### src/design/cog2x_pkg.sv
package cog2x_pkg;

	// Low nibble of the opcode within the 0x20-0x2F group
	typedef enum logic [3:0] {
		OP_JR_NZ   = 4'h0,
		OP_LD_HL16 = 4'h1,
		OP_ST_HLI  = 4'h2,
		OP_INC_HL  = 4'h3,
		OP_INC_H   = 4'h4,
		OP_DEC_H   = 4'h5,
		OP_LD_H8   = 4'h6,
		OP_DAA     = 4'h7,
		OP_JR_Z    = 4'h8,
		OP_ADD_HL  = 4'h9,
		OP_LD_AHLI = 4'hA,
		OP_DEC_HL  = 4'hB,
		OP_INC_L   = 4'hC,
		OP_DEC_L   = 4'hD,
		OP_LD_L8   = 4'hE,
		OP_CPL     = 4'hF
	} op_t;

	// Flag bit positions in the 4-bit flag word
	localparam int FLAG_Z = 3;
	localparam int FLAG_N = 2;
	localparam int FLAG_H = 1;
	localparam int FLAG_C = 0;

	localparam logic [3:0] CYC_SHORT = 4'd4;
	localparam logic [3:0] CYC_MID   = 4'd8;
	localparam logic [3:0] CYC_LONG  = 4'd12;

	localparam logic [7:0] DAA_HI_LIMIT = 8'h99;
	localparam logic [3:0] DAA_LO_LIMIT = 4'h9;
	localparam logic [7:0] DAA_HI_ADJ   = 8'h60;
	localparam logic [7:0] DAA_LO_ADJ   = 8'h06;

	typedef struct packed {
		logic [15:0] pc;
		logic [7:0]  acc;
		logic [7:0]  high;
		logic [7:0]  low;
		logic [3:0]  flags;
	} arch_t;

	typedef struct packed {
		arch_t       state;
		logic        write_enable;
		logic [15:0] write_address;
		logic [7:0]  write_data;
		logic [3:0]  cycle_count;
	} exec_res_t;

endpackage

### src/design/cog2x_exec.sv
module cog2x_exec (
	input  logic [3:0]           kind,
	input  logic [15:0]          immediate,
	input  logic [7:0]           read_data,
	input  cog2x_pkg::arch_t     cur,
	output cog2x_pkg::exec_res_t res
);

	logic [15:0] hl;
	logic [15:0] hl_inc;
	logic [15:0] hl_dec;
	logic [15:0] hl_dbl;
	logic [7:0]  d8;
	logic [15:0] offset;
	logic [15:0] pc_p1;
	logic [15:0] pc_p2;
	logic [15:0] pc_p3;
	logic [7:0]  daa_a;
	logic        daa_c;
	logic [7:0]  daa_pre;
	logic        zflag;

	assign hl     = {cur.high, cur.low};
	assign hl_inc = hl + 16'd1;
	assign hl_dec = hl - 16'd1;
	assign hl_dbl = {hl[14:0], 1'b0};
	assign d8     = immediate[7:0];
	assign offset = {{8{d8[7]}}, d8};
	assign pc_p1  = cur.pc + 16'd1;
	assign pc_p2  = cur.pc + 16'd2;
	assign pc_p3  = cur.pc + 16'd3;
	assign zflag  = cur.flags[cog2x_pkg::FLAG_Z];

	// Decimal adjust; the upper correction leaves the low nibble untouched
	always_comb begin
		daa_pre = cur.acc;
		daa_c   = cur.flags[cog2x_pkg::FLAG_C];
		if (!cur.flags[cog2x_pkg::FLAG_N]) begin
			if (cur.flags[cog2x_pkg::FLAG_C] || (cur.acc > cog2x_pkg::DAA_HI_LIMIT)) begin
				daa_pre = cur.acc + cog2x_pkg::DAA_HI_ADJ;
				daa_c   = 1'b1;
			end
			if (cur.flags[cog2x_pkg::FLAG_H] || (cur.acc[3:0] > cog2x_pkg::DAA_LO_LIMIT)) begin
				daa_a = daa_pre + cog2x_pkg::DAA_LO_ADJ;
			end else begin
				daa_a = daa_pre;
			end
		end else begin
			if (cur.flags[cog2x_pkg::FLAG_C]) begin
				daa_pre = cur.acc - cog2x_pkg::DAA_HI_ADJ;
			end
			if (cur.flags[cog2x_pkg::FLAG_H]) begin
				daa_a = daa_pre - cog2x_pkg::DAA_LO_ADJ;
			end else begin
				daa_a = daa_pre;
			end
		end
	end

	always_comb begin
		res               = '0;
		res.state         = cur;
		res.state.pc      = pc_p1;
		res.cycle_count   = cog2x_pkg::CYC_SHORT;
		unique case (cog2x_pkg::op_t'(kind))
			cog2x_pkg::OP_JR_NZ, cog2x_pkg::OP_JR_Z: begin
				// JR Z taken when Z set, JR NZ when clear
				if (zflag == (kind == cog2x_pkg::OP_JR_Z)) begin
					res.state.pc    = pc_p2 + offset;
					res.cycle_count = cog2x_pkg::CYC_LONG;
				end else begin
					res.state.pc    = pc_p2;
					res.cycle_count = cog2x_pkg::CYC_MID;
				end
			end
			cog2x_pkg::OP_LD_HL16: begin
				{res.state.high, res.state.low} = immediate;
				res.state.pc    = pc_p3;
				res.cycle_count = cog2x_pkg::CYC_LONG;
			end
			cog2x_pkg::OP_ST_HLI: begin
				res.write_enable  = 1'b1;
				res.write_address = hl;
				res.write_data    = cur.acc;
				{res.state.high, res.state.low} = hl_inc;
				res.cycle_count   = cog2x_pkg::CYC_MID;
			end
			cog2x_pkg::OP_INC_HL: begin
				{res.state.high, res.state.low} = hl_inc;
				res.cycle_count = cog2x_pkg::CYC_MID;
			end
			cog2x_pkg::OP_INC_H: begin
				res.state.high = cur.high + 8'd1;
				res.state.flags[cog2x_pkg::FLAG_H] = (cur.high[3:0] == 4'hF);
				res.state.flags[cog2x_pkg::FLAG_N] = 1'b0;
				res.state.flags[cog2x_pkg::FLAG_Z] = (cur.high == 8'hFF);
			end
			cog2x_pkg::OP_DEC_H: begin
				res.state.high = cur.high - 8'd1;
				res.state.flags[cog2x_pkg::FLAG_H] = (cur.high[3:0] == 4'h0);
				res.state.flags[cog2x_pkg::FLAG_N] = 1'b1;
				res.state.flags[cog2x_pkg::FLAG_Z] = (cur.high == 8'h01);
			end
			cog2x_pkg::OP_LD_H8: begin
				res.state.high  = d8;
				res.state.pc    = pc_p2;
				res.cycle_count = cog2x_pkg::CYC_MID;
			end
			cog2x_pkg::OP_DAA: begin
				res.state.acc = daa_a;
				res.state.flags[cog2x_pkg::FLAG_Z] = (daa_a == 8'h00);
				res.state.flags[cog2x_pkg::FLAG_H] = 1'b0;
				res.state.flags[cog2x_pkg::FLAG_C] = daa_c;
			end
			cog2x_pkg::OP_ADD_HL: begin
				{res.state.high, res.state.low} = hl_dbl;
				res.state.flags[cog2x_pkg::FLAG_N] = 1'b0;
				res.state.flags[cog2x_pkg::FLAG_H] = hl[11];
				res.state.flags[cog2x_pkg::FLAG_C] = hl[15];
				res.cycle_count = cog2x_pkg::CYC_MID;
			end
			cog2x_pkg::OP_LD_AHLI: begin
				res.state.acc = read_data;
				{res.state.high, res.state.low} = hl_inc;
				res.cycle_count = cog2x_pkg::CYC_MID;
			end
			cog2x_pkg::OP_DEC_HL: begin
				{res.state.high, res.state.low} = hl_dec;
				res.cycle_count = cog2x_pkg::CYC_MID;
			end
			cog2x_pkg::OP_INC_L: begin
				res.state.low = cur.low + 8'd1;
				res.state.flags[cog2x_pkg::FLAG_H] = (cur.low[3:0] == 4'hF);
				res.state.flags[cog2x_pkg::FLAG_N] = 1'b0;
				res.state.flags[cog2x_pkg::FLAG_Z] = (cur.low == 8'hFF);
			end
			cog2x_pkg::OP_DEC_L: begin
				res.state.low = cur.low - 8'd1;
				res.state.flags[cog2x_pkg::FLAG_H] = (cur.low[3:0] == 4'h0);
				res.state.flags[cog2x_pkg::FLAG_N] = 1'b1;
				res.state.flags[cog2x_pkg::FLAG_Z] = (cur.low == 8'h01);
			end
			cog2x_pkg::OP_LD_L8: begin
				res.state.low   = d8;
				res.state.pc    = pc_p2;
				res.cycle_count = cog2x_pkg::CYC_MID;
			end
			cog2x_pkg::OP_CPL: begin
				res.state.acc = ~cur.acc;
				res.state.flags[cog2x_pkg::FLAG_N] = 1'b1;
				res.state.flags[cog2x_pkg::FLAG_H] = 1'b1;
			end
		endcase
	end

endmodule

### src/design/cpu_opcode_group_2x_execute.sv
// Executes CPU opcodes 0x20-0x2F (JR NZ/Z, LD HL,d16, LD (HL+),A, LD A,(HL+),
// INC/DEC HL/H/L, LD H/L,d8, ADD HL,HL, DAA, CPL), one per item.
// Input channel: item_valid/item_ready carry kind (opcode low nibble),
// immediate (operand bytes) and read_data (byte at HL for LD A,(HL+)).
// Result channel: result_valid/result_ready carry the registers after the
// instruction (pc_out, acc_out, high_out, low_out, flags_out), the memory
// store request (write_enable, write_address, write_data) and cycle_count.
// Path: an accepted item is held in an input register, executed through
// one combinational pass, and lands in the result register together with
// the architectural state, at which point result_valid rises.
// Throughput: one item per cycle unless the receiver stalls; the next item
// sees the state the previous one left because state and result register
// load on the same edge.
// Reset (arst_n low): PC, A, H, L and flags clear to zero, both stages empty.
// Receiver stall: the result register holds; the input register still takes
// one more item, then item_ready drops until the result is taken.
module cpu_opcode_group_2x_execute (
	input  logic        clk,
	input  logic        arst_n,
	input  logic        item_valid,
	output logic        item_ready,
	input  logic [3:0]  kind,
	input  logic [15:0] immediate,
	input  logic [7:0]  read_data,
	output logic        result_valid,
	input  logic        result_ready,
	output logic [15:0] pc_out,
	output logic [7:0]  acc_out,
	output logic [7:0]  high_out,
	output logic [7:0]  low_out,
	output logic [3:0]  flags_out,
	output logic        write_enable,
	output logic [15:0] write_address,
	output logic [7:0]  write_data,
	output logic [3:0]  cycle_count
);

	// Input stage
	logic                 valid_s1;
	logic [3:0]           kind_s1;
	logic [15:0]          imm_s1;
	logic [7:0]           rd_s1;

	// Architectural registers and result register
	cog2x_pkg::arch_t     arch_q;
	cog2x_pkg::exec_res_t res_q;
	logic                 res_valid_q;

	cog2x_pkg::exec_res_t exec_res;
	logic                 advance;

	// Execute when the result slot is free or is being drained this cycle
	assign advance    = valid_s1 && (!res_valid_q || result_ready);
	assign item_ready = !valid_s1 || advance;

	always_ff @(posedge clk or negedge arst_n) begin
		if (!arst_n) begin
			valid_s1 <= 1'b0;
		end else if (item_ready) begin
			valid_s1 <= item_valid;
		end
	end

	// Payload of the input stage: hold while stalled
	always_ff @(posedge clk) begin
		if (item_ready && item_valid) begin
			kind_s1 <= kind;
			imm_s1  <= immediate;
			rd_s1   <= read_data;
		end
	end

	cog2x_exec u_exec (
		.kind      (kind_s1),
		.immediate (imm_s1),
		.read_data (rd_s1),
		.cur       (arch_q),
		.res       (exec_res)
	);

	// Commit state only when the instruction moves into the result register
	always_ff @(posedge clk or negedge arst_n) begin
		if (!arst_n) begin
			arch_q      <= '0;
			res_valid_q <= 1'b0;
		end else begin
			if (advance) begin
				arch_q <= exec_res.state;
			end
			if (advance) begin
				res_valid_q <= 1'b1;
			end else if (result_ready) begin
				res_valid_q <= 1'b0;
			end
		end
	end

	always_ff @(posedge clk) begin
		if (advance) begin
			res_q <= exec_res;
		end
	end

	assign result_valid  = res_valid_q;
	assign pc_out        = res_q.state.pc;
	assign acc_out       = res_q.state.acc;
	assign high_out      = res_q.state.high;
	assign low_out       = res_q.state.low;
	assign flags_out     = res_q.state.flags;
	assign write_enable  = res_q.write_enable;
	assign write_address = res_q.write_address;
	assign write_data    = res_q.write_data;
	assign cycle_count   = res_q.cycle_count;

endmodule

### config.mk
export PLATFORM = sky130hd
export DESIGN_NAME = cpu_opcode_group_2x_execute
export DESIGN_NICKNAME = d
export VERILOG_FILES = /design/src/design/cog2x_pkg.sv /design/src/design/cog2x_exec.sv /design/src/design/cpu_opcode_group_2x_execute.sv
export SDC_FILE = /design/constraint.sdc
export NUM_CORES = 1
export LEC_CHECK = 0
export ABC_AREA = 1
export BUFFER_PORTS_ARGS = -buffer_cell sky130_fd_sc_hd__buf_2
export CORE_ASPECT_RATIO = 1.75
export CORE_MARGIN = 1
export CORE_UTILIZATION = 25
export CTS_CLUSTER_DIAMETER = 120
export CTS_CLUSTER_SIZE = 25
export DETAILED_ROUTE_END_ITERATION = 10
export PLACE_DENSITY = 0.44
export SLEW_MARGIN = 25
export SYNTH_ARGS = -nofsm -noshare
export SYNTH_HDL_FRONTEND = slang
export SYNTH_HIERARCHICAL = 1
export SYNTH_SLANG_ARGS = --single-unit
### constraint.sdc
create_clock -name clk -period 6.2 [get_ports clk]
set_input_delay 0 -clock clk [delete_from_list [all_inputs] [get_ports clk]]
set_output_delay 0 -clock clk [all_outputs]
set_load 0.02 [all_outputs]
# Yosys cells after proc, flatten, opt, wreduce, memory -nomap -nowiden
# Index checks and enable logic that the tools add are counted.
dict set report totals {
  regBits 147
  input_bits 32
  out_inout_bits 75
  wordCells 101
}
dict set report classes {
  n_addsub 14
  magnitude_cmp 2
  n_eq_ne 22
  muxes 23
  bitwise 1
  n_reduce_logical 20
}
# operator n
set op_table {}
lappend op_table {{2-to-1 mux 8 bit} 7}
lappend op_table {{one-hot mux 8 bit (7 select lines)} 1}
lappend op_table {{one-hot mux 16 bit (3 select lines)} 1}
lappend op_table {{one-hot mux 8 bit (6 select lines)} 1}
lappend op_table {{equality test 4 bit (second input constant)} 10}
lappend op_table {{adder 16 x 1 -> 16 bit (second input constant)} 2}
lappend op_table {{adder 16 x 2 -> 16 bit (second input constant)} 2}
lappend op_table {{2-to-1 mux 25 bit} 1}
lappend op_table {{one-hot mux 8 bit (3 select lines)} 1}
lappend op_table {{adder 16 bit} 1}
lappend op_table {{adder 8 x 1 -> 8 bit (second input constant)} 2}
lappend op_table {{equality test 4 x 3 -> 1 bit (second input constant)} 4}
lappend op_table {{equality test 8 x 1 -> 1 bit (second input constant)} 2}
lappend op_table {{equality test 8 bit (second input constant)} 2}
lappend op_table {{2-to-1 mux 16 bit} 1}
lappend op_table {{subtractor 16 x 1 -> 16 bit (second input constant)} 1}
lappend op_table {{subtractor 8 x 1 -> 8 bit (second input constant)} 2}
lappend op_table {{zero test 4 bit} 3}
lappend op_table {{one-hot mux 4 bit (3 select lines)} 1}
lappend op_table {{OR reduction 3 bit} 3}
lappend op_table {{adder 8 x 3 -> 8 bit (second input constant)} 1}
lappend op_table {{adder 8 x 7 -> 8 bit (second input constant)} 1}
lappend op_table {{equality test 4 x 2 -> 1 bit (second input constant)} 2}
lappend op_table {{greater-than comparator 8 bit (second input constant)} 1}
lappend op_table {{18 further kinds} 29}

# Longest topological paths before layout
dict set report logic_depth {
  depth_word 9
  depth_mapped 19
  mapped_depth_nobuf 19
}

# By module
# Netlist, hierarchy kept.
# module n_inst cells_each area_per_inst_um2 seq_area_each_um2
set by_module_without_submodules {}
lappend by_module_without_submodules {cpu_opcode_group_2x_execute 1 301 4890.9 4184.0}
lappend by_module_without_submodules {cog2x_exec 1 798 4220.3 0.0}

# Worst setup path after synthesis
# No wires, ideal clock.
dict set report synth_timing {
  path_kind {register to register}
  from {reg kind_s1[3]}
  to {reg res_q (netlist bit pc_out[14]), data pin}
  setup_ps 274
  t_arrival_ps 2530
  t_required_ps 5926
  setup_slack_ps 3396
  path_stages_with_launch 17
  path_buffers 1
  path_cell_list {edfxtp_1 > nor2_1 > inv_1 > nor2_1 > buf_2 > inv_1 > fa_1 > nor2_2 > inv_1 > nor2_1 > inv_1 > nor2_2 > nand2_1 > nor2_1 > inv_1 > o21ai_0 > o211ai_1}
}
# item line
set synth_lines {}
lappend synth_lines {{from (decl)} cpu_opcode_group_2x_execute.sv:40} ;# logic [3:0] kind_s1;
lappend synth_lines {{from (signal assigned)} cpu_opcode_group_2x_execute.sv:67} ;# kind_s1 <= kind;
lappend synth_lines {{to (signal assigned)} cpu_opcode_group_2x_execute.sv:100} ;# res_q <= exec_res;
lappend synth_lines {{to (decl)} cpu_opcode_group_2x_execute.sv:46} ;# cog2x_pkg::exec_res_t res_q;

==> metrics.md <==
| Metric | Value |
|---|---|
| Status | finished, final reports clean |
| Largest area contributor in the netlist | edfxtp_1 |
| Post-CTS setup buffer count | 0 |
| Synth area leaders | edfxtp_1 (33%), dfrtp_1 (13%), nand2_1 (11%) |
| CP Capture Type | flop |
| Htree depth | 4 |
| Clock transition at path regs | roughly 60 ps |
| Wire per inst | 19.0 µm |
| 1st-iter DRT viols | around 440 |
| Final Worst Setup Slack | 2570 ps |
| Hpwl dp | ~24 mm |
| Post-synth EDFFs | slightly above 100 |
| DIE WIDTH | around 150 µm |
| Max-Cap Viols | 0 |
| WP data arrival | 3960 ps |
| Synth top area share | 33.3% |
| Num ports | between 100 and 150 |
| Post-synth ARST share | between 30 and 40% |
| Share of layout cells above drive strength 1 | 16.2% |
| Worst-path fanout max | 11 |
| Die Area | 37,200 µm² |
| Worst slack, placed | ~2500 ps |
| Req. time, crit path | around 6500 ps |
| Fill cells | slightly below 4,000 |
| DR pass1 iterations | 5 |
| Most used cell, CP | inv_1 |
| RSZ-0062 raised after global routing | false |
| Final Routed Wirelength | about 33 mm |
| Critical path buffer and inverter count | 5 |
| Pins Over Slew Limit | 0 |
| Post-synthesis register bit count | about 150 |
| Post-layout util | a little over 30% |
| Initial Util | about a quarter |
| Min Tclk post-route | ~3600 ps |
| GRT Total Usage | around 18% |
| Number of I/O port buffers | between 100 and 150 |
| Clock sink count | around 150 |
| Crit-path leading delay family | simple AND/OR/NAND/NOR gates |
| CP Launch Type | flop |
| Post-synth cell types | 56 |
| Post-DRT Antenna Nets | 0 |
| Final setup violation count | 0 |
| Die height | 255 µm |
| Root buffer cell | clkbuf_16 |
| Area of the multi-input gates | approximately 4200 µm² |
| Peak supply drop | approximately 200 µV |
| Core area | roughly 36,000 µm² |
| Vias in the first global route | a little over 8,000 |
| Post-Synthesis Cells | approximately 1,100 |
| Sequential area share after synthesis | between 40% and 50% |
| Std-Cell Rows | 92 |
| DRC Markers | 0 |
| Slowest library cell on the worst path | nor2_1 |
| Cell Pwr Density | 436 nW/µm² |
| Total CTS buffers | 17 |
| Clock Skew | approximately 6.6 ps |
| Ant. Diodes | 0 |
| Avg Inst Size Synth | approximately 8.3 µm² |
| Tightest Pin Transition | ~990 ps |
| HP Class | in -> async |
| Final #Nets | approximately 1,300 |
| Gp weighted congestion | approximately 0.89 |
| F_max | approximately 280 MHz |
| Gr ovfl total | 0 |
| Setup Total Neg Slack | 0 ps |
| Register area | approximately 4200 µm² |
| Dominant synthesized flop cell | edfxtp_1 |
| Area of the mapped netlist | between 9000 and 10,000 µm² |
| CP Class | reg -> reg |
| Max stage delay on crit path | ~660 ps |
| Leakage | between 4 and 5 nW |
| Final hold viol count | 0 |
| Hold Slack | ~220 ps |
| Vias per cell | 4.79 |
| Clock tree buffer depth | 2 |
| Largest net degree at the start of global routing | 47 |
| CTS Hold Bufs | 32 |
| Antenna violations before repair | 0 |
| Post-CTS Resized | 0 |
| Area grow syn2layout | 21.1% |
| Crit-path cells | nor2_1 > inv_1 > nor2_1 > inv_1 > fa_1 > nor2_2 > inv_1 > nor2_1 > inv_1 > nor2_2 > nand2_1 > nor2_1 > inv_1 > o21ai_0 > o211ai_1 > nand3_1 > nand2_1 |
| Vias | ~8,200 |
| Total power | around 4.8 mW |
| Clk_lat worst skew | between 400 and 500 ps |
| First-pass GRT wire length | 48.5 mm |
| Slew headroom | between 30% and 40% |
| Synth warn | 6 |
| CTS tree | done |
| Count leader, synth | nand2_1 |
| Top cells by count, synth | nand2_1 (259), inv_1 (119), nand3_1 (109) |
| Fin crit share | between 50% and 60% |
cell usage in the layout (no fill, tap or decap), drive strengths merged, types with 2 or more instances in the layout:
cell type	instances
nand2	275
inv	135
nor2	117
buf	112
nand3	110
edfxtp	101
o21ai	63
a21oi	54
dfrtp	46
dlygate4sd3	32
ha	28
clkbuf	26
o211ai	19
xor2	17
nor3	17
o2111ai	12
nand4	11
o22ai	8
a221oi	7
a32oi	6
xnor2	5
or2	5
o21bai	4
a211oi	4
a22oi	4
clkinv	4
o311ai	3
o31ai	3
clkinvlp	2
bufinv	2
a21o	2
o221ai	2
a31oi	2
fa	2
conb	2
tightest hold or removal path, delay by kind of cell:
family,cells,cell delay (ps)
buffers and inverters,3,1160
report_power, final:
| part | switching [mW] | total (mW) | internal (mW) |
|---|---|---|---|
| combinational | 1.40 | 2.05 | 0.653 |
| clock | 0.422 | 1.08 | 0.660 |
| sequential | 0.315 | 1.67 | 1.36 |
| total | 2.14 | 4.81 | 2.67 |
worst paths after layout:
kind	to	cells after the start	from	slack, ps
max	arch_q[42]	17	kind_s1[3]	2570
min	arch_q[37]	3	arst_n	220
max reg2reg	arch_q[42]	17	kind_s1[3]	2570
min reg2reg	arch_q[10]	2	arch_q[10]	490
max in group asynchronous	arch_q[29]	3	arst_n	5470
min in group clk	imm_s1[10]	2	immediate[10]	270
metal layers:
metal	vias to the layer above	routed length, µm	track usage [%]
met1	3881	11400	17.0
met4	0	1960	11.9
met2	248	18100	34.6
li1	4017	-	-
met5	-	0	0
met3	83	1160	2.84
layout make-up:
| class | count | area share, % |
|---|---|---|
| sequential | 147 | 37.9 |
| clock inverter | 6 | 0.839 |
| clock buffer | 26 | 4.71 |
| timing repair buffer | 144 | 8.12 |
| tap | 470 | 5.33 |
| multi-input combinational | 787 | 38.3 |
| inverter | 137 | 4.74 |
logic make-up after synthesis:
group,Yosys count,share of synthesized area [%]
AO/OA/AOI/OAI,196,13.6
XOR/XNOR,22,2.11
adder cells (fa/ha/maj),30,4.28
buffers and inverters,166,7.73
flip-flops,147,45.9
other,1,0.0412
AND/OR/NAND/NOR,537,26.3
sequential cells by signal, summed over array words and instances, names as in the netlist:
register and cells:
rd_s1 8, high_out 8, result_valid 1, pc_out 16, write_enable 1, valid_s1 1, imm_s1 16, arch_q 44
flags_out 4, cycle_count 4, write_address 16, acc_out 8, low_out 8, kind_s1 4, write_data 8
metrics by stage:
stage,cells,instance area [µm²]
after floorplan,1100,9110
after detailed placement,1653,10100
after CTS,1717,11000
final,1717,11000
after global placement,1653,10100
after global routing,1717,11000
Power figures use the tool's default switching activity.
